**src/csl_pkg.sv**
```systemverilog
// ---------------------------------------------------------------------------
// csl_pkg
// Shared types, widths, character codes and the byte classifier for the
// character stream lexer.
// ---------------------------------------------------------------------------
`default_nettype none

package csl_pkg;

    // field widths
    localparam int OFFSET_BITS = 32;
    localparam int LENGTH_BITS = 16;
    localparam int LINE_BITS   = 16;
    localparam int KIND_BITS   = 3;

    // token queue between front and back
    localparam int QUEUE_DEPTH    = 4;
    localparam int QUEUE_PTR_BITS = $clog2(QUEUE_DEPTH);
    localparam int QUEUE_CNT_BITS = QUEUE_PTR_BITS + 1;

    // stream payload packing
    localparam int IN_TDATA_BITS   = 8;
    localparam int OUT_FIELD_BITS  = KIND_BITS + OFFSET_BITS + LENGTH_BITS + LINE_BITS;
    localparam int OUT_TDATA_BITS  = ((OUT_FIELD_BITS + 7) / 8) * 8;
    localparam int OUT_PAD_BITS    = OUT_TDATA_BITS - OUT_FIELD_BITS;

    // special characters
    localparam logic [7:0] CH_DOLLAR  = 8'h24;
    localparam logic [7:0] CH_AT      = 8'h40;
    localparam logic [7:0] CH_QMARK   = 8'h3F;
    localparam logic [7:0] CH_COLON   = 8'h3A;
    localparam logic [7:0] CH_EQUALS  = 8'h3D;
    localparam logic [7:0] CH_QUOTE   = 8'h22;
    localparam logic [7:0] CH_PERCENT = 8'h25;
    localparam logic [7:0] CH_SPACE   = 8'h20;
    localparam logic [7:0] CH_TAB     = 8'h09;
    localparam logic [7:0] CH_NEWLINE = 8'h0A;

    typedef enum logic [2:0] {
        KIND_NUMBER  = 3'd0,
        KIND_IDENT   = 3'd1,
        KIND_KEYWORD = 3'd2,
        KIND_ASSIGN  = 3'd3,
        KIND_STRING  = 3'd4,
        KIND_OPER    = 3'd5,
        KIND_SEP     = 3'd6
    } t_kind;

    typedef enum logic [2:0] {
        MODE_NUM    = 3'd0,
        MODE_IDENT  = 3'd1,
        MODE_KEY    = 3'd2,
        MODE_ASSIGN = 3'd3,
        MODE_STR    = 3'd4,
        MODE_IDLE   = 3'd5,
        MODE_ERR    = 3'd6
    } t_mode;

    typedef enum logic [3:0] {
        CLS_OP,
        CLS_SEP,
        CLS_DIGIT,
        CLS_ALPHA,
        CLS_COLON,
        CLS_EQ,
        CLS_SPECIAL,
        CLS_QUOTE,
        CLS_BAD
    } t_cls;

    typedef struct packed {
        t_kind                  kind;
        logic                   is_error;
        logic [OFFSET_BITS-1:0] start;
        logic [LENGTH_BITS-1:0] len;
        logic [LINE_BITS-1:0]   line;
    } t_result;

    // one queue entry: the one or two tokens a single byte produced
    typedef struct packed {
        logic    two;
        t_result res_a;
        t_result res_b;
    } t_qrec;

    function automatic logic csl_is_space(input logic [7:0] c);
        return (c == CH_SPACE) || (c == CH_TAB) || (c == CH_NEWLINE);
    endfunction

    function automatic t_cls csl_classify(input logic [7:0] c);
        t_cls k;
        if (csl_is_space(c) || c == 8'h3B || c == 8'h2C || c == 8'h7B || c == 8'h7D ||
            c == 8'h28 || c == 8'h29 || c == 8'h5B || c == 8'h5D) begin
            k = CLS_SEP;
        end else if (c >= 8'h30 && c <= 8'h39) begin
            k = CLS_DIGIT;
        end else if ((c >= 8'h61 && c <= 8'h7A) || (c >= 8'h41 && c <= 8'h5A)) begin
            k = CLS_ALPHA;
        end else if (c == CH_DOLLAR || c == CH_AT || c == CH_QMARK) begin
            k = CLS_SPECIAL;
        end else if (c == 8'h2B || c == 8'h2D || c == 8'h2A || c == 8'h2F ||
                     c == CH_PERCENT || c == 8'h3C || c == 8'h3E) begin
            k = CLS_OP;
        end else if (c == CH_EQUALS) begin
            k = CLS_EQ;
        end else if (c == CH_COLON) begin
            k = CLS_COLON;
        end else if (c == CH_QUOTE) begin
            k = CLS_QUOTE;
        end else begin
            k = CLS_BAD;
        end
        return k;
    endfunction

    function automatic t_result csl_make_res(
        input t_kind                  kind,
        input logic                   is_error,
        input logic [OFFSET_BITS-1:0] start,
        input logic [LENGTH_BITS-1:0] len,
        input logic [LINE_BITS-1:0]   line
    );
        t_result r;
        r.kind     = kind;
        r.is_error = is_error;
        r.start    = start;
        r.len      = len;
        r.line     = line;
        return r;
    endfunction

endpackage

`default_nettype wire

```
**src/csl_front.sv**
```systemverilog
// ---------------------------------------------------------------------------
// csl_front
// Accepts one byte per beat, classifies it, advances the token state and
// pushes the tokens it produces (zero, one or two) into the token queue.
// ---------------------------------------------------------------------------
`default_nettype none

module csl_front
    import csl_pkg::*;
(
    input  wire logic       i_clk,
    input  wire logic       i_rst_n,
    input  wire logic       i_valid,
    input  wire logic [7:0] i_byte,
    output logic            o_ready,
    input  wire logic       i_q_full,
    output logic            o_q_push,
    output t_qrec           o_q_rec
);

    t_mode                  r_mode,       n_mode;
    logic                   r_pend_valid, n_pend_valid;
    logic [7:0]             r_pend_char,  n_pend_char;
    logic [OFFSET_BITS-1:0] r_tok_start,  n_tok_start;
    logic [LENGTH_BITS-1:0] r_tok_len,    n_tok_len;
    logic [LINE_BITS-1:0]   r_cur_line,   n_cur_line;
    logic [OFFSET_BITS-1:0] r_byte_pos,   n_byte_pos;

    logic                   w_accept;
    t_cls                   w_cls;
    t_cls                   w_pcls;
    t_result                w_res [2];
    logic [1:0]             w_cnt;
    logic                   w_err;
    logic                   w_delim;
    logic                   w_cont;
    logic                   w_skip;
    t_kind                  w_mode_kind;
    logic [LENGTH_BITS-1:0] w_len_inc;

    assign o_ready  = !i_q_full;
    assign w_accept = i_valid && o_ready;
    assign w_cls    = csl_classify(i_byte);
    assign w_pcls   = csl_classify(r_pend_char);

    // saturating length step
    assign w_len_inc = (r_tok_len == {LENGTH_BITS{1'b1}}) ? r_tok_len
                                                          : r_tok_len + LENGTH_BITS'(1);

    assign w_mode_kind = (r_mode == MODE_NUM)   ? KIND_NUMBER :
                         (r_mode == MODE_IDENT) ? KIND_IDENT  : KIND_KEYWORD;

    // next state and token emission
    always_comb begin
        n_mode       = r_mode;
        n_pend_valid = r_pend_valid;
        n_pend_char  = r_pend_char;
        n_tok_start  = r_tok_start;
        n_tok_len    = r_tok_len;
        n_cur_line   = r_cur_line;
        n_byte_pos   = r_byte_pos;
        w_res[0]     = '0;
        w_res[1]     = '0;
        w_cnt        = 2'd0;
        w_err        = 1'b0;
        w_skip       = 1'b0;
        w_delim      = (w_cls == CLS_OP) || (w_cls == CLS_EQ) || (w_cls == CLS_SEP) ||
                       ((r_mode == MODE_IDENT) && (w_cls == CLS_COLON));
        w_cont       = ((w_cls == CLS_DIGIT) && (r_mode != MODE_KEY)) ||
                       ((w_cls == CLS_ALPHA) && (r_mode != MODE_NUM));

        if (w_accept && r_mode != MODE_ERR) begin
            unique case (r_mode)
                MODE_NUM, MODE_IDENT, MODE_KEY: begin
                    if (w_delim) begin
                        w_res[w_cnt[0]] = csl_make_res(w_mode_kind, 1'b0, r_tok_start,
                                                       r_tok_len, r_cur_line);
                        w_cnt = w_cnt + 2'd1;
                        if (!csl_is_space(i_byte)) begin
                            n_pend_valid = 1'b1;
                            n_pend_char  = i_byte;
                            n_tok_start  = r_byte_pos;
                            n_tok_len    = LENGTH_BITS'(1);
                        end
                        n_mode = MODE_IDLE;
                    end else if (w_cont) begin
                        n_tok_len = w_len_inc;
                    end else begin
                        w_err = 1'b1;
                    end
                end
                MODE_ASSIGN: begin
                    if (w_cls == CLS_EQ) begin
                        w_res[w_cnt[0]] = csl_make_res(KIND_ASSIGN, 1'b0, r_tok_start,
                                                       LENGTH_BITS'(2), r_cur_line);
                        w_cnt  = w_cnt + 2'd1;
                        n_mode = MODE_IDLE;
                    end else begin
                        w_err = 1'b1;
                    end
                end
                MODE_STR: begin
                    n_tok_len = w_len_inc;
                    if (w_cls == CLS_QUOTE) begin
                        w_res[w_cnt[0]] = csl_make_res(KIND_STRING, 1'b0, r_tok_start,
                                                       w_len_inc, r_cur_line);
                        w_cnt  = w_cnt + 2'd1;
                        n_mode = MODE_IDLE;
                    end
                end
                MODE_IDLE: begin
                    // held-over one-character token goes first
                    if (r_pend_valid) begin
                        n_pend_valid = 1'b0;
                        if (w_pcls == CLS_COLON) begin
                            w_skip = 1'b1;
                            if (w_cls == CLS_EQ) begin
                                w_res[w_cnt[0]] = csl_make_res(KIND_ASSIGN, 1'b0, r_tok_start,
                                                               LENGTH_BITS'(2), r_cur_line);
                                w_cnt = w_cnt + 2'd1;
                            end else begin
                                w_err = 1'b1;
                            end
                        end else begin
                            w_res[w_cnt[0]] = csl_make_res(
                                (w_pcls == CLS_SEP) ? KIND_SEP : KIND_OPER, 1'b0,
                                r_tok_start, LENGTH_BITS'(1), r_cur_line);
                            w_cnt = w_cnt + 2'd1;
                        end
                    end
                    if (!w_skip) begin
                        unique case (w_cls)
                            CLS_OP, CLS_EQ: begin
                                w_res[w_cnt[0]] = csl_make_res(KIND_OPER, 1'b0, r_byte_pos,
                                                               LENGTH_BITS'(1), r_cur_line);
                                w_cnt = w_cnt + 2'd1;
                            end
                            CLS_QUOTE: begin
                                n_mode      = MODE_STR;
                                n_tok_start = r_byte_pos;
                                n_tok_len   = LENGTH_BITS'(1);
                            end
                            CLS_ALPHA: begin
                                n_mode      = MODE_KEY;
                                n_tok_start = r_byte_pos;
                                n_tok_len   = LENGTH_BITS'(1);
                            end
                            CLS_DIGIT: begin
                                n_mode      = MODE_NUM;
                                n_tok_start = r_byte_pos;
                                n_tok_len   = LENGTH_BITS'(1);
                            end
                            CLS_SPECIAL: begin
                                n_mode      = MODE_IDENT;
                                n_tok_start = r_byte_pos;
                                n_tok_len   = LENGTH_BITS'(1);
                            end
                            CLS_COLON: begin
                                n_mode      = MODE_ASSIGN;
                                n_tok_start = r_byte_pos;
                                n_tok_len   = LENGTH_BITS'(1);
                            end
                            CLS_SEP: begin
                                if (!csl_is_space(i_byte)) begin
                                    w_res[w_cnt[0]] = csl_make_res(KIND_SEP, 1'b0, r_byte_pos,
                                                                   LENGTH_BITS'(1), r_cur_line);
                                    w_cnt = w_cnt + 2'd1;
                                end
                            end
                            default: begin
                                w_err = 1'b1;
                            end
                        endcase
                    end
                end
                default: begin
                end
            endcase

            // error result follows any held-over token
            if (w_err) begin
                w_res[w_cnt[0]] = csl_make_res(KIND_NUMBER, 1'b1, r_byte_pos,
                                               LENGTH_BITS'(1), r_cur_line);
                w_cnt        = w_cnt + 2'd1;
                n_mode       = MODE_ERR;
                n_pend_valid = 1'b0;
            end

            // line advances after this byte's tokens
            if (i_byte == CH_NEWLINE && r_cur_line != {LINE_BITS{1'b1}}) begin
                n_cur_line = r_cur_line + LINE_BITS'(1);
            end
            n_byte_pos = r_byte_pos + OFFSET_BITS'(1);
        end
    end

    assign o_q_push      = w_accept && (w_cnt != 2'd0);
    assign o_q_rec.two   = w_cnt[1];
    assign o_q_rec.res_a = w_res[0];
    assign o_q_rec.res_b = w_res[1];

    // state registers
    always_ff @(posedge i_clk) begin
        if (!i_rst_n) begin
            r_mode       <= MODE_IDLE;
            r_pend_valid <= 1'b0;
            r_pend_char  <= '0;
            r_tok_start  <= '0;
            r_tok_len    <= '0;
            r_cur_line   <= LINE_BITS'(1);
            r_byte_pos   <= '0;
        end else begin
            r_mode       <= n_mode;
            r_pend_valid <= n_pend_valid;
            r_pend_char  <= n_pend_char;
            r_tok_start  <= n_tok_start;
            r_tok_len    <= n_tok_len;
            r_cur_line   <= n_cur_line;
            r_byte_pos   <= n_byte_pos;
        end
    end

endmodule

`default_nettype wire

```
**src/csl_queue.sv**
```systemverilog
// ---------------------------------------------------------------------------
// csl_queue
// Small register queue of token records between the classifier front and
// the output back end.
// ---------------------------------------------------------------------------
`default_nettype none

module csl_queue
    import csl_pkg::*;
(
    input  wire logic  i_clk,
    input  wire logic  i_rst_n,
    input  wire logic  i_push,
    input  wire t_qrec i_rec,
    output logic       o_full,
    input  wire logic  i_pop,
    output logic       o_empty,
    output t_qrec      o_head
);

    t_qrec                     r_mem [QUEUE_DEPTH];
    logic [QUEUE_PTR_BITS-1:0] r_wr_ptr, n_wr_ptr;
    logic [QUEUE_PTR_BITS-1:0] r_rd_ptr, n_rd_ptr;
    logic [QUEUE_CNT_BITS-1:0] r_count,  n_count;
    logic                      w_do_push;
    logic                      w_do_pop;

    assign o_full    = (r_count == QUEUE_CNT_BITS'(QUEUE_DEPTH));
    assign o_empty   = (r_count == '0);
    assign o_head    = r_mem[r_rd_ptr];
    assign w_do_push = i_push && !o_full;
    assign w_do_pop  = i_pop && !o_empty;

    // pointer and fill count
    always_comb begin
        n_wr_ptr = w_do_push ? r_wr_ptr + QUEUE_PTR_BITS'(1) : r_wr_ptr;
        n_rd_ptr = w_do_pop  ? r_rd_ptr + QUEUE_PTR_BITS'(1) : r_rd_ptr;
        n_count  = r_count;
        if (w_do_push && !w_do_pop) begin
            n_count = r_count + QUEUE_CNT_BITS'(1);
        end else if (!w_do_push && w_do_pop) begin
            n_count = r_count - QUEUE_CNT_BITS'(1);
        end
    end

    always_ff @(posedge i_clk) begin
        if (!i_rst_n) begin
            r_wr_ptr <= '0;
            r_rd_ptr <= '0;
            r_count  <= '0;
        end else begin
            r_wr_ptr <= n_wr_ptr;
            r_rd_ptr <= n_rd_ptr;
            r_count  <= n_count;
        end
    end

    // entry storage
    always_ff @(posedge i_clk) begin
        if (w_do_push) begin
            r_mem[r_wr_ptr] <= i_rec;
        end
    end

endmodule

`default_nettype wire

```
**src/csl_back.sv**
```systemverilog
// ---------------------------------------------------------------------------
// csl_back
// Unpacks each queued record into one or two output beats and marks the
// final token that a byte produced.
// ---------------------------------------------------------------------------
`default_nettype none

module csl_back
    import csl_pkg::*;
(
    input  wire logic  i_clk,
    input  wire logic  i_rst_n,
    input  wire logic  i_empty,
    input  wire t_qrec i_head,
    output logic       o_pop,
    output logic       o_valid,
    input  wire logic  i_ready,
    output t_result    o_result,
    output logic       o_last
);

    logic r_sel, n_sel;
    logic w_beat;

    assign o_valid  = !i_empty;
    assign o_result = r_sel ? i_head.res_b : i_head.res_a;
    assign o_last   = r_sel || !i_head.two;
    assign w_beat   = o_valid && i_ready;
    assign o_pop    = w_beat && o_last;

    // second-token select
    always_comb begin
        n_sel = r_sel;
        if (w_beat) begin
            n_sel = !o_last;
        end
    end

    always_ff @(posedge i_clk) begin
        if (!i_rst_n) begin
            r_sel <= 1'b0;
        end else begin
            r_sel <= n_sel;
        end
    end

endmodule

`default_nettype wire

```
**src/char_stream_lexer_core.sv**
```systemverilog
// ---------------------------------------------------------------------------
// char_stream_lexer_core
// Byte stream lexer: numbers, identifiers, keywords, assignments, strings,
// operators and separators, each reported with offset, length and line.
// ---------------------------------------------------------------------------
// The lexer takes one source byte per beat on the slave side, one per clock
// as long as its four-entry token queue has room, and the byte is classified
// and folded into the token state in that same cycle. A byte yields zero,
// one or two tokens; they leave on the master side one per beat, tlast set
// on the last token of a byte, so sustained throughput is one byte per clock
// while tokens average at most one per clock, and otherwise the output side
// (one token per cycle) sets the pace. A byte's tokens are registered in the
// token queue on their way out. An illegal byte emits a single token with
// tuser set and the lexer then drops all bytes until reset.
`default_nettype none

module char_stream_lexer_core
    import csl_pkg::*;
(
    input  wire logic                      i_clk,
    input  wire logic                      i_rst_n,
    input  wire logic                      i_s_axis_tvalid,
    output logic                           o_s_axis_tready,
    // [7:0] in_byte
    input  wire logic [IN_TDATA_BITS-1:0]  i_s_axis_tdata,
    output logic                           o_m_axis_tvalid,
    input  wire logic                      i_m_axis_tready,
    // [2:0] token_kind, [34:3] start_offset, [50:35] token_len,
    // [66:51] line_number, rest zero
    output logic [OUT_TDATA_BITS-1:0]      o_m_axis_tdata,
    // [0] is_error
    output logic                           o_m_axis_tuser,
    output logic                           o_m_axis_tlast
);

    logic    w_q_full;
    logic    w_q_push;
    t_qrec   w_q_rec;
    logic    w_q_pop;
    logic    w_q_empty;
    t_qrec   w_q_head;
    t_result w_result;

    // classifier and token state
    csl_front u_front (
        .i_clk    (i_clk),
        .i_rst_n  (i_rst_n),
        .i_valid  (i_s_axis_tvalid),
        .i_byte   (i_s_axis_tdata),
        .o_ready  (o_s_axis_tready),
        .i_q_full (w_q_full),
        .o_q_push (w_q_push),
        .o_q_rec  (w_q_rec)
    );

    // token queue
    csl_queue u_queue (
        .i_clk   (i_clk),
        .i_rst_n (i_rst_n),
        .i_push  (w_q_push),
        .i_rec   (w_q_rec),
        .o_full  (w_q_full),
        .i_pop   (w_q_pop),
        .o_empty (w_q_empty),
        .o_head  (w_q_head)
    );

    // output serializer
    csl_back u_back (
        .i_clk    (i_clk),
        .i_rst_n  (i_rst_n),
        .i_empty  (w_q_empty),
        .i_head   (w_q_head),
        .o_pop    (w_q_pop),
        .o_valid  (o_m_axis_tvalid),
        .i_ready  (i_m_axis_tready),
        .o_result (w_result),
        .o_last   (o_m_axis_tlast)
    );

    // output beat packing
    assign o_m_axis_tdata = {{OUT_PAD_BITS{1'b0}}, w_result.line, w_result.len,
                             w_result.start, w_result.kind};
    assign o_m_axis_tuser = w_result.is_error;

endmodule

`default_nettype wire

```
**config.mk**
```make
export PLATFORM = sky130hd
export DESIGN_NAME = char_stream_lexer_core
export DESIGN_NICKNAME = d
export VERILOG_FILES = /design/src/csl_pkg.sv /design/src/csl_front.sv /design/src/csl_queue.sv /design/src/csl_back.sv /design/src/char_stream_lexer_core.sv
export SDC_FILE = /design/constraint.sdc
export NUM_CORES = 1
export LEC_CHECK = 0
export BUFFER_PORTS_ARGS = -buffer_cell sky130_fd_sc_hd__buf_2
export CAP_MARGIN = 20
export CORE_MARGIN = 3
export CORE_UTILIZATION = 30
export DETAILED_ROUTE_END_ITERATION = 12
export GPL_TIMING_DRIVEN = 0
export PLACE_DENSITY = 0.47
export SYNTH_ARGS = -nofsm -noshare
export SYNTH_HDL_FRONTEND = slang
export SYNTH_SLANG_ARGS = --single-unit
```
**constraint.sdc**
```tcl
create_clock -name i_clk -period 7.3 [get_ports i_clk]
set_input_delay 1.46 -clock i_clk [delete_from_list [all_inputs] [get_ports i_clk]]
set_output_delay 1.46 -clock i_clk [all_outputs]
set_load 0.02 [all_outputs]
```
==> results of run 1 <==
==> tightest hold or removal path, cell delays in order, from the launching register on <==
cell     delay, ns
dfxtp_1       0.32
mux2i_1       0.06
nor2_1        0.07
==> cells in the final DEF, fill, tap and decap left out, drive strengths merged, types with 10 or more instances in the layout <==
| master | count |
|---|---|
| mux2 | 53 |
| ha | 11 |
| nor3b | 49 |
| buf | 151 |
| a32o | 31 |
| nand3 | 32 |
| mux2i | 44 |
| xor2 | 29 |
| nor3 | 22 |
| clkbuf | 157 |
| inv | 15 |
| or3 | 18 |
| and2 | 14 |
| nand2 | 59 |
| a31oi | 13 |
| nor2 | 133 |
| clkinv | 27 |
| edfxtp | 488 |
| and3 | 11 |
| a21oi | 58 |
| xnor2 | 17 |
| dfxtp | 118 |
| nor4 | 11 |
| nor2b | 29 |
| o31ai | 11 |
| mux4 | 122 |
| nand4 | 27 |
| a21boi | 17 |
| and4 | 10 |
| o21ai | 47 |
==> through the flow <==
step           std cells  worst slack (ns)
2_1_floorplan       1702              1.24
3_3_place_gp        2926             -1.09
3_5_place_dp        2940             0.843
4_1_cts             3063              1.47
5_1_grt             3069              1.17
6_report            3070              1.48
==> worst paths after layout <==
path	depth (start not counted)	end	start	slack, ns
setup reg to reg	16	u_queue.r_mem[0][130]$_DFFE_PP_	u_front.r_pend_char[1]$_SDFFE_PN0P_	1.99
hold / removal	2	u_front.r_tok_start[1]$_SDFFE_PN0P_	u_front.r_tok_start[1]$_SDFFE_PN0P_	0.49
setup / recovery	15	u_queue.r_mem[0][130]$_DFFE_PP_	i_s_axis_tdata[3]	1.48
hold reg to reg	2	u_front.r_tok_start[1]$_SDFFE_PN0P_	u_front.r_tok_start[1]$_SDFFE_PN0P_	0.49
==> sequential cells by signal (all words and copies together), names as in the netlist, 2 cells and up, named ones only <==
name,flops
u_queue.r_mem,488
u_front.r_byte_pos,32
u_front.r_tok_start,32
u_front.r_cur_line,16
u_front.r_tok_len,16
u_front.r_pend_char,8
u_front.r_mode,3
u_queue.r_count,3
u_queue.r_rd_ptr,2
u_queue.r_wr_ptr,2
==> logic make-up (layout without fill, tap and decap cells) <==
family                   count (synthesis)  count (layout)  share of synthesized area
flip-flops                             606             606                      0.648
AND/OR/NAND/NOR                        442             442                     0.0955
AO/OA/AOI/OAI                          240             240                     0.0680
multiplexers                           219             219                      0.144
buffers and inverters                  131             354                     0.0230
XOR/XNOR                                46              46                     0.0153
adder cells (fa/ha/maj)                 13              13                    0.00638
other                                    1               6                   0.000143
==> layer usage <==
metal / track usage / routed length (um) / vias up
met5: 0 / 0 / -
met4: 0.0353 / 1170 / 0
met3: 0.0226 / 2640 / 86
met2: 0.256 / 33900 / 298
met1: 0.207 / 31200 / 7971
li1: - / - / 7051
==> layout make-up <==
class	instances	area [sq um]
multi-input combinational	965	8680
fill	8204	55300
tap	1144	1430
inverter	15	57.6
antenna	1	2.50
clock buffer	92	1920
timing repair buffer	100	786
buffer	116	546
sequential	606	17000
clock inverter	31	256
==> power by group through the flow <==
stage / logic, mW / registers (mW) / clock network (mW)
2_1_floorplan: 1.50 / 4.11 / 0
3_3_place_gp: 2.26 / 4.14 / 0
3_5_place_dp: 2.34 / 4.13 / 0
4_1_cts: 2.35 / 4.05 / 3.40
5_1_grt: 2.49 / 4.07 / 3.55
6_report: 2.30 / 4.05 / 3.31
==> metrics.md, run 1 <==
| Metric | Value |
|---|---|
| Status | `complete, no violations` |
| Tmin final | `about 5.8 ns` |
| Worst path bufs/invs | `4` |
| Max-Cap Viols | `0` |
| Post-CTS setup buffer count | `0` |
| Seq pwr share | `0.419` |
| Final setup violation count | `0` |
| Setup_tns | `0 ns` |
| Vias | `approximately 15000` |
| Vias per Instance | `approximately 5.0` |
| Largest net degree at the start of global routing | `53` |
| Final hold slack | `0.494 ns` |
| Antenna-violating nets left | `0` |
| PortBufs | `80` |
| Most common cell in the netlist | `edfxtp_1` |
| Cell mode on critical path | `buf_2` |
| Sequential share of the synthesized area | `0.648` |
| Pre-Repair DR Iteration Count | `5` |
| Comb pwr share | `0.238` |
| Design Power | `9.66 mW` |
| Routed len/inst | `22.5 um` |
| PwrDens | `315 nW/um^2` |
| Core footprint | `85900 sq um` |
| CP Launch Type | `primary input` |
| Layout net count | `1895` |
| Hold_buf cts | `0` |
| Placed inst area | `approximately 28000 sq um` |
| Post-Synthesis Cells | `approximately 1700` |
| Slowest-stage cell, CP | `and2_4` |
| Die width | `302 um` |
| Clock Skews | `0.0334 ns` |
| Post-synth top area cell | `edfxtp_1` |
| Antenna violations before repair | `3` |
| Gr usage total | `0.152` |
| DR DRC count | `0` |
| Die area | `91200 sq um` |
| Distinct cells, synth | `94` |
| Maximum clock path buffer count | `3` |
| Leakage | `approximately 9.4 nW` |
| Routability cong. | `0.848` |
| Switching share of power | `0.291` |
| WS Path Type | `primary input to register` |
| Post-synth top area share | `0.558` |
| Worst-margin pin slew | `1.07 ns` |
| Arrival time at the worst endpoint | `just over 6 ns` |
| Seq cells post-synth | `606` |
| Post-Syn Area | `26300 sq um` |
| Worst path top cell family by delay | `simple AND/OR/NAND/NOR gates` |
| Starting density of the core | `0.306` |
| Clock share of power | `0.343` |
| CP Cell Sequence | `buf_2 -> buf_6 -> nor4b_1 -> o31ai_4 -> nand3_2 -> a41oi_2 -> a21boi_1 -> or3_1 -> buf_2 -> ha_1 -> a311o_1 -> nor4_1 -> nor3_2 -> and2_4 -> buf_16` |
| Final period utilization | `0.797` |
| Final Hold Violating Endpoints | `0` |
| Crit path max fanout | `46` |
| Syn_area_per_cell | `15.5 sq um` |
| Fin util | `0.357` |
| Detailed Route Iter0 Violations | `1130` |
| Post-cts sizing count | `0` |
| CTS Buf Count | `67` |
| Ratio of cells with drive above 1 in the final layout | `0.244` |
| Fmax | `172 MHz` |
| CTS tree | `yes` |
| # rows | `107` |
| I/O pin count | `88` |
| Max-slew violations | `0` |
| RSZ-0062 raised after global routing | `no` |
| Remaining Overflow, GRT | `0` |
| CP endpoint kind | `register` |
| First-pass GRT wire length | `103000 um` |
| Design Area, Final | `30700 sq um` |
| Clock transition at the registers of the reported paths | `0.05 ns` |
| Worst path required time | `7.55 ns` |
| Max VDD drop | `0.000149 V` |
| Root Buffer | `clkbuf_16` |
| Switching pwr | `2.81 mW` |
| Dpl hpwl | `between 40000 and 50000 um` |
| Clock Latency Late Sink | `0.61 ns` |
| HP Class | `register to register` |
| Critical path's largest stage delay | `0.81 ns` |
| Internal power | `6.85 mW` |
| Syn-to-layout area delta | `16.8%` |
| Routed WL | `68900 um` |
| Post-synth EDFFs | `488` |
| Top cells by instance count after synthesis | `edfxtp_1 (488), nor2_1 (133), mux4_2 (122), dfxtp_1 (118), clkbuf_1 (63)` |
| Htree depth | `3` |
| Yosys warning count | `0` |
| Die height | `between 300 and 400 um` |
| Post-synth ARST share | `0` |
| Vias in the first global route | `16000` |
| Ys flop type | `edfxtp_1` |
| CTS Sinks | `~610` |
| Synth top area cells | `edfxtp_1 (56%), mux4_2 (10%), dfxtp_1 (9.0%)` |
| Max-slew headroom | `0.289` |
Note: power is estimated with default switching activity, not from simulation.
==> run 2, diff against run 1 <==
- PLACE_DENSITY: 0.47 -> 0.45
- clock period: 7.3 -> 5.7 ns (I/O delays scaled with it)
==> run 2 against run 1 <==
Worst hold slack gained 0.0030 ns. Via count grew 1.9%. Combinational power grew 31%. Worst setup slack lost 1.1 ns. Total power grew 32%. Clock power grew 37%. Critical path type unchanged. Critical endpoint is now u_queue.r_count[2]$_SDFFE_PN0P_.
==> metrics.md, run 2 (synthesis results as in run 1) <==
| Metric | Value |
|---|---|
| Remaining Overflow, GRT | `0 (unchanged)` |
| Final setup violation count | `0 (unchanged)` |
| Die height | `302 um (unchanged)` |
| Wire length on met2 | `34800 um (was 33900 um)` |
| Biggest register | `u_queue.r_mem (unchanged)` |
| WL met3 | `3720 um (was 2640 um)` |
| Max layer used | `met4 (unchanged)` |
| CTS Sinks | `606 (unchanged)` |
| CP Launch Type | `primary input (unchanged)` |
| Starting density of the core | `0.306 (unchanged)` |
| DR DRC count | `0 (unchanged)` |
| Largest register FFs | `488 (unchanged)` |
| Clock Skews | `0.0159 ns (was 0.0334 ns)` |
| WS Path Type | `primary input to register (unchanged)` |
| Max-slew violations | `0 (unchanged)` |
| Die width | `302 um (unchanged)` |
| Root Buffer | `clkbuf_16 (unchanged)` |
| Most common cell after layout, fill and taps aside | `edfxtp_1 (unchanged)` |
| Routed WL | `71000 um (was 68900 um)` |
| Detailed Route Iter0 Violations | `1072 (was 1130)` |
| Ratio of cells with drive above 1 in the final layout | `0.249 (was 0.244)` |
| Design Power | `12.7 mW (was 9.66 mW)` |
| Layout net count | `1906 (was 1895)` |
| Largest net degree at the start of global routing | `45 (was 53)` |
| Max-slew headroom | `0.234 (was 0.289)` |
| Clock transition at the registers of the reported paths | `0.06 ns (was 0.05 ns)` |
| First-pass GRT wire length | `106000 um (was 103000 um)` |
| Max VDD drop | `0.000183 V (was 0.000149 V)` |
| Hold Path Sink | `u_front.r_tok_start[3]$_SDFFE_PN0P_ (was u_front.r_tok_start[1]$_SDFFE_PN0P_)` |
| Critical path's largest stage delay | `0.53 ns (was 0.81 ns)` |
| Internal power | `9.06 mW (was 6.85 mW)` |
| Final period utilization | `0.937` |
| # rows | `107 (unchanged)` |
| Clock Latency Late Sink | `0.59 ns (was 0.61 ns)` |
| Most frequent cells in the layout | `edfxtp_1 (488), nor2_1 (133), mux4_2 (122) (unchanged)` |
| FF-to-FF path depth | `20 (was 16)` |
| Dpl hpwl | `46700 um (was 45800 um)` |
| Comb pwr share | `0.237 (was 0.238)` |
| CTS tree | `yes (unchanged)` |
| Vias in the first global route | `16300 (was 16000)` |
| Status | `complete, no violations (unchanged)` |
| Antenna violations before repair | `2 (was 3)` |
| Core footprint | `85900 sq um (unchanged)` |
| Maximum clock path buffer count | `3 (unchanged)` |
| Switching share of power | `0.288 (was 0.291)` |
| Setup_tns | `0 ns (unchanged)` |
| Clock share of power | `0.355 (was 0.343)` |
| Seq pwr share | `0.408 (was 0.419)` |
| Crit path max fanout | `10 (was 46)` |
| Htree depth | `3 (unchanged)` |
| Critical R2R Launch | `u_front.r_pend_char[1]$_SDFFE_PN0P_ (unchanged)` |
| Post-CTS setup buffer count | `0 (unchanged)` |
| Routability cong. | `0.854 (was 0.848)` |
| Number of fill cells | `8222 (was 8204)` |
| Worst path required time | `6.21 ns (was 7.55 ns)` |
| Gr usage total | `0.155 (was 0.152)` |
| Antenna-violating nets left | `0 (unchanged)` |
| CP Cell Sequence | `buf_2 -> buf_6 -> nor4b_1 -> o31ai_4 -> nand3_2 -> a41oi_2 -> a21boi_1 -> or3_1 -> buf_2 -> ha_1 -> a311o_1 -> a211oi_1 -> nor3_4 -> ha_1 -> inv_1 -> fa_1 -> xor2_1 -> or3_1 -> a21oi_1 (was buf_2 -> buf_6 -> nor4b_1 -> o31ai_4 -> nand3_2 -> a41oi_2 -> a21boi_1 -> or3_1 -> buf_2 -> ha_1 -> a311o_1 -> nor4_1 -> nor3_2 -> and2_4 -> buf_16)` |
| Hold depth | `2 (unchanged)` |
| RSZ-0062 raised after global routing | `no (unchanged)` |
| Die area | `91200 sq um (unchanged)` |
| CP endpoint kind | `register (unchanged)` |
| Vias per Instance | `5.09 (was 5.02)` |
| HP Class | `register to register (unchanged)` |
| Diode count | `0 (was 1)` |
| Tmin final | `~5.3 ns` |
| Critical R2R Capture | `u_queue.r_count[2]$_SDFFE_PN0P_ (was u_queue.r_mem[0][130]$_DFFE_PP_)` |
| Leakage | `9.55 nW (was 9.41 nW)` |
| I/O pin count | `88 (unchanged)` |
| Slowest-stage cell, CP | `nor3_4 (was and2_4)` |
| Worst-margin pin slew | `1.15 ns (was 1.07 ns)` |
| Biggest regs | `u_queue.r_mem x488, u_front.r_byte_pos x32, u_front.r_tok_start x32 (unchanged)` |
| Switching pwr | `3.67 mW (was 2.81 mW)` |
| Fmax | `187 MHz` |
| Vias | `15700 (was 15400)` |
| Setup slack, reg-to-reg | `0.53 ns (was 1.99 ns)` |
| Worst Hold Launch | `u_front.r_tok_start[3]$_SDFFE_PN0P_ (was u_front.r_tok_start[1]$_SDFFE_PN0P_)` |
| Pre-Repair DR Iteration Count | `7 (was 5)` |
| Final Hold Violating Endpoints | `0 (unchanged)` |
| CTS Buf Count | `72 (was 67)` |
| Max-Cap Viols | `0 (unchanged)` |
| Syn-to-layout area delta | `18.0% (was 16.8%)` |
| WL met1 | `31300 um (was 31200 um)` |
| PortBufs | `80 (unchanged)` |
| PwrDens | `411 nW/um^2 (was 315 nW/um^2)` |
| Arrival time at the worst endpoint | `5.85 ns (was 6.07 ns)` |
| Routed len/inst | `23.0 um (was 22.5 um)` |
run 2: cell types whose count changed in the layout (fill, tap and decap cells not counted), sizes merged:
cell,previous run,this run
clkbuf,157,169
clkinv,27,21
buf,151,155
and2,14,16
bufinv,3,5
clkinvlp,1,2
diode,1,0
inv,15,16
run 2: area by class of cell:
class | count | area (sq um) | area share
plain buffers | 116 | 546 | 0.0176
clock buffers | 104 | 2080 | 0.0670
inverters | 15 | 57.6 | 0.00186
multi-input cells | 967 | 8700 | 0.281
clock inverters | 29 | 287 | 0.00924
flip-flops and latches | 606 | 17000 | 0.549
well taps | 1144 | 1430 | 0.0462
repair buffers | 104 | 880 | 0.0284
run 2: stage by stage:
step                      hold slack [ns]   util  setup WS, ns  instances  instance area [sq um]
after CTS                           0.499  0.359        0.0870       3076                  30900
final                               0.497  0.361         0.357       3085                  31000
after floorplan                     0.461      -       -0.0417       1702                  26300
after global placement              0.473  0.327         -2.48       2926                  28100
after global routing                0.516  0.361        0.0123       3085                  31000
after detailed placement            0.484  0.332        -0.528       2943                  28500
run 2: power by group through the flow:
stage | combinational [mW] | sequential (mW) | clock, mW
3_3_place_gp | 2.91 | 5.31 | 0
2_1_floorplan | 1.92 | 5.27 | 0
4_1_cts | 3.05 | 5.19 | 4.66
3_5_place_dp | 3.03 | 5.28 | 0
5_1_grt | 3.27 | 5.21 | 4.85
6_report | 3.02 | 5.19 | 4.52
run 2: worst max path at each step:
stage	from	endpoint	slack, ns	cells past startpoint
final	i_s_axis_tdata[3]	u_queue.r_count[2]$_SDFFE_PN0P_	0.36	19
after global routing	i_s_axis_tdata[3]	u_queue.r_count[2]$_SDFFE_PN0P_	0.01	19
after CTS	i_s_axis_tdata[3]	u_queue.r_mem[1][62]$_DFFE_PP_	0.09	15
after detailed placement	i_s_axis_tdata[3]	u_queue.r_mem[2][128]$_DFFE_PP_	-0.53	15
after global placement	i_s_axis_tdata[3]	u_queue.r_mem[2][62]$_DFFE_PP_	-2.48	14
after floorplan	i_s_axis_tdata[1]	u_queue.r_mem[0][0]$_DFFE_PP_	-0.04	15
run 2: critical path, delay by kind of cell:
family | cells | cell delay [ns]
xor gates and xnor gates | 1 | 0.18
adders and majority gates | 3 | 1.01
AOI/OAI and AO/OA | 6 | 1.44
and+or+nand+nor | 5 | 1.57
buffers and inverters | 4 | 0.48
run 2: repair_timing:
action | CTS | global route
gates resized for setup | 0 | 1
setup endpoints to repair | 0 | 254
hold buffers | 0 | 0
run 2: metal layers:
metal / vias up / track usage
met5: - / 0
met4: 0 / 0.0370
met3: 93 / 0.0254
met2: 424 / 0.263
met1: 8097 / 0.210
li1: 7080 / -
==> run 3, diff against run 2 <==
- MAX_ROUTING_LAYER: default -> met4
==> run 3 against run 2 <==
Sequential cell count did not move. Register-to-register slack got worse by 0.02 ns. Via count decreased by 1.6%. Final cell count decreased by 0.26%. Final area down 0.25%. Total power shrank 0.18%. Non-clock buffer count decreased by 2. Wire length down 1.2%. Utilization is 0.090 points lower. Critical path depth unchanged. Clock skew is 0.0064 ns higher. Largest cell class unchanged.
==> metrics.md, run 3 (synthesis results as in run 1) <==
| Metric | Value |
|---|---|
| Status | `complete, no violations (unchanged)` |
| Most common cell after layout, fill and taps aside | `edfxtp_1 (unchanged)` |
| Post-CTS setup buffer count | `0 (unchanged)` |
| CP endpoint kind | `register (unchanged)` |
| Arrival time at the worst endpoint | `5.92 ns (was 5.85 ns)` |
| Leakage | `9.53 nW (was 9.55 nW)` |
| Final period utilization | `0.946 (was 0.937)` |
| Final hold slack | `0.495 ns (was 0.497 ns)` |
| Root Buffer | `clkbuf_16 (unchanged)` |
| CP Launch Type | `primary input (unchanged)` |
| Ratio of cells with drive above 1 in the final layout | `0.249 (about the same)` |
| Post-Place Cells | `2943 (unchanged)` |
| WS Path Type | `primary input to register (unchanged)` |
| Layout net count | `1900 (was 1906)` |
| Tmin final | `5.39 ns (was 5.34 ns)` |
| Biggest regs | `u_queue.r_mem x488, u_front.r_byte_pos x32, u_front.r_tok_start x32 (unchanged)` |
| Vias per Instance | `5.02 (was 5.09)` |
| Diode count | `0 (unchanged)` |
| Register area | `17000 sq um (unchanged)` |
| Hold depth | `2 (unchanged)` |
| CP Cell Sequence | `buf_2 -> buf_6 -> nor4b_1 -> o31ai_4 -> nand3_2 -> a41oi_2 -> a21boi_1 -> or3_1 -> buf_2 -> ha_1 -> a311o_1 -> a211oi_1 -> nor3_2 -> ha_1 -> inv_1 -> fa_1 -> xor2_1 -> or3_1 -> a21oi_1 (was buf_2 -> buf_6 -> nor4b_1 -> o31ai_4 -> nand3_2 -> a41oi_2 -> a21boi_1 -> or3_1 -> buf_2 -> ha_1 -> a311o_1 -> a211oi_1 -> nor3_4 -> ha_1 -> inv_1 -> fa_1 -> xor2_1 -> or3_1 -> a21oi_1)` |
| Hold Path Sink | `u_queue.r_count[2]$_SDFFE_PN0P_ (was u_front.r_tok_start[3]$_SDFFE_PN0P_)` |
| Routed len/inst | `22.8 um (was 23.0 um)` |
| Htree depth | `3 (unchanged)` |
| CTS tree | `yes (unchanged)` |
| Final Hold Violating Endpoints | `0 (unchanged)` |
| Worst-margin pin slew | `1.18 ns (was 1.15 ns)` |
| Fin cells | `3077 (was 3085)` |
| Worst Hold Launch | `u_queue.r_count[2]$_SDFFE_PN0P_ (was u_front.r_tok_start[3]$_SDFFE_PN0P_)` |
| Maximum clock path buffer count | `3 (unchanged)` |
| Fmax | `186 MHz (was 187 MHz)` |
| Syn-to-layout area delta | `17.7% (was 18.0%)` |
| Routability cong. | `0.843 (was 0.854)` |
| Crit path max fanout | `10 (unchanged)` |
| Comb pwr share | `0.233 (was 0.237)` |
| Critical path's largest stage delay | `0.59 ns (was 0.53 ns)` |
| Seq pwr share | `0.408 (about the same)` |
| Most frequent cells in the layout | `edfxtp_1 (488), nor2_1 (133), mux4_2 (122) (unchanged)` |
| Worst path top cell family by delay | `simple AND/OR/NAND/NOR gates (unchanged)` |
| HP Class | `register to register (unchanged)` |
| Largest net degree at the start of global routing | `49 (was 45)` |
| Slowest-stage cell, CP | `nor3_2 (was nor3_4)` |
| Final setup violation count | `0 (unchanged)` |
| Critical R2R Capture | `u_queue.r_count[2]$_SDFFE_PN0P_ (unchanged)` |
| Pre-Repair DR Iteration Count | `5 (was 7)` |
| Gr usage total | `0.160 (was 0.155)` |
| Worst path bufs/invs | `4 (unchanged)` |
| Internal power | `9.00 mW (was 9.06 mW)` |
| RSZ-0062 raised after global routing | `no (unchanged)` |
| Starting density of the core | `0.306 (unchanged)` |
| Clock Latency Late Sink | `0.62 ns (was 0.59 ns)` |
| Antenna-violating nets left | `0 (unchanged)` |
| Remaining Overflow, GRT | `0 (unchanged)` |
| Max-Cap Viols | `0 (unchanged)` |
| CTS Sinks | `606 (unchanged)` |
| Multi-input logic area | `8680 sq um (was 8700 sq um)` |
| DR DRC count | `0 (unchanged)` |
| Biggest register | `u_queue.r_mem (unchanged)` |
| Antenna violations before repair | `1 (was 2)` |
| Clock Skews | `0.0223 ns (was 0.0159 ns)` |
| Max-slew violations | `0 (unchanged)` |
| Clock transition at the registers of the reported paths | `0.06 ns (about the same)` |
| Max VDD drop | `0.000211 V (was 0.000183 V)` |
| Vias in the first global route | `16200 (was 16300)` |
| PortBufs | `80 (unchanged)` |
| Critical R2R Launch | `u_front.r_pend_char[1]$_SDFFE_PN0P_ (unchanged)` |
| Number of fill cells | `8280 (was 8222)` |
| Vias | `15400 (was 15700)` |
| Die width | `302 um (unchanged)` |
| Max-slew headroom | `0.211 (was 0.234)` |
| First-pass GRT wire length | `106000 um (about the same)` |
| Switching pwr | `3.70 mW (was 3.67 mW)` |
| Hold_buf cts | `0 (unchanged)` |
| Core footprint | `85900 sq um (unchanged)` |
| PwrDens | `411 nW/um^2 (about the same)` |
| Detailed Route Iter0 Violations | `1242 (was 1072)` |
| I/O pin count | `88 (unchanged)` |
| CTS Buf Count | `70 (was 72)` |
| Dpl hpwl | `46500 um (was 46700 um)` |
| # rows | `107 (unchanged)` |
| Die area | `91200 sq um (unchanged)` |
| Largest register FFs | `488 (unchanged)` |
| Setup slack, reg-to-reg | `0.51 ns (was 0.53 ns)` |
| Die height | `302 um (unchanged)` |
| Switching share of power | `0.291 (was 0.288)` |
| Worst path required time | `6.23 ns (was 6.21 ns)` |
| FF-to-FF path depth | `20 (unchanged)` |
| Routed WL | `70100 um (was 71000 um)` |
| Clock share of power | `0.358 (was 0.355)` |
## run 3: changes by cell type in the layout (fill, tap and decap cells not counted), sizes merged
cell      change
clkbuf        -9
buf           -1
and2          -2
clkinvlp      -1
clkinv        +5
## run 3: cell type report
class	instances	share of cell area
clock inverters	33	0.0114
flip-flops and latches	606	0.550
clock buffers	96	0.0652
plain buffers	116	0.0176
multi-input cells	965	0.281
repair buffers	102	0.0265
inverters	15	0.00186
well taps	1144	0.0463
## run 3: timing repair
| item | CTS | global route |
|---|---|---|
| resized for setup | 0 | 0 |
| hold endpoints to repair | 0 | 0 |
| endpoints found under the setup margin | 0 | 1 |
## run 3: worst max-delay path by stage
| stage | start | endpoint | slack, ns | cells after the start |
|---|---|---|---|---|
| after detailed placement | i_s_axis_tdata[3] | u_queue.r_mem[1][60]$_DFFE_PP_ | -0.34 | 15 |
| after CTS | i_s_axis_tdata[3] | u_queue.r_mem[1][54]$_DFFE_PP_ | 0.29 | 15 |
| after floorplan | i_s_axis_tdata[1] | u_queue.r_mem[0][0]$_DFFE_PP_ | -0.04 | 15 |
| final | i_s_axis_tdata[3] | u_queue.r_count[2]$_SDFFE_PN0P_ | 0.31 | 19 |
| after global routing | i_s_axis_tdata[3] | u_queue.r_count[2]$_SDFFE_PN0P_ | 0.007 | 19 |
| after global placement | i_s_axis_tdata[3] | u_queue.r_mem[2][47]$_DFFE_PP_ | -2.41 | 14 |
## run 3: power groups by stage
stage                     sequential (mW)  clock [mW]  combinational (mW)
final                                5.19        4.55                2.97
after global routing                 5.21        4.87                3.21
after CTS                            5.19        4.68                3.03
after detailed placement             5.28           0                3.02
after global placement               5.31           0                2.91
after floorplan                      5.27           0                1.92
## run 3: per-layer routing
layer  track usage  vias up  part of all wire  routed length [um]
li1              -     7052                 -                   -
met1         0.211     7908              0.45               31600
met2         0.259      367              0.48               34000
met3        0.0243      118             0.041                2850
met4        0.0411        0             0.025                1730
met5             -        -                 0                   0
## run 3: per-stage QoR
step / setup slack, ns / utilization / power [mW] / instance area [sq um] / setup TNS, ns
floorplan: -0.0417 / - / 7.18 / 26300 / -20.33
global placement: -2.41 / 0.327 / 8.22 / 28100 / -1162.40
detailed placement: -0.339 / 0.331 / 8.30 / 28500 / -97.51
CTS: 0.287 / 0.359 / 12.9 / 30800 / 0
global route: 0.00683 / 0.360 / 13.3 / 30900 / 0
finish: 0.310 / 0.360 / 12.7 / 30900 / 0
## run 3: worst register-to-register path: cells and delay by family (launching register included)
family	cells	cell delay [ns]
and+or+nand+nor	6	1.99
adders and majority gates	4	1.33
AOI/OAI and AO/OA	5	0.67
buffers and inverters	4	0.67
DFF	1	0.30
xor gates and xnor gates	1	0.18
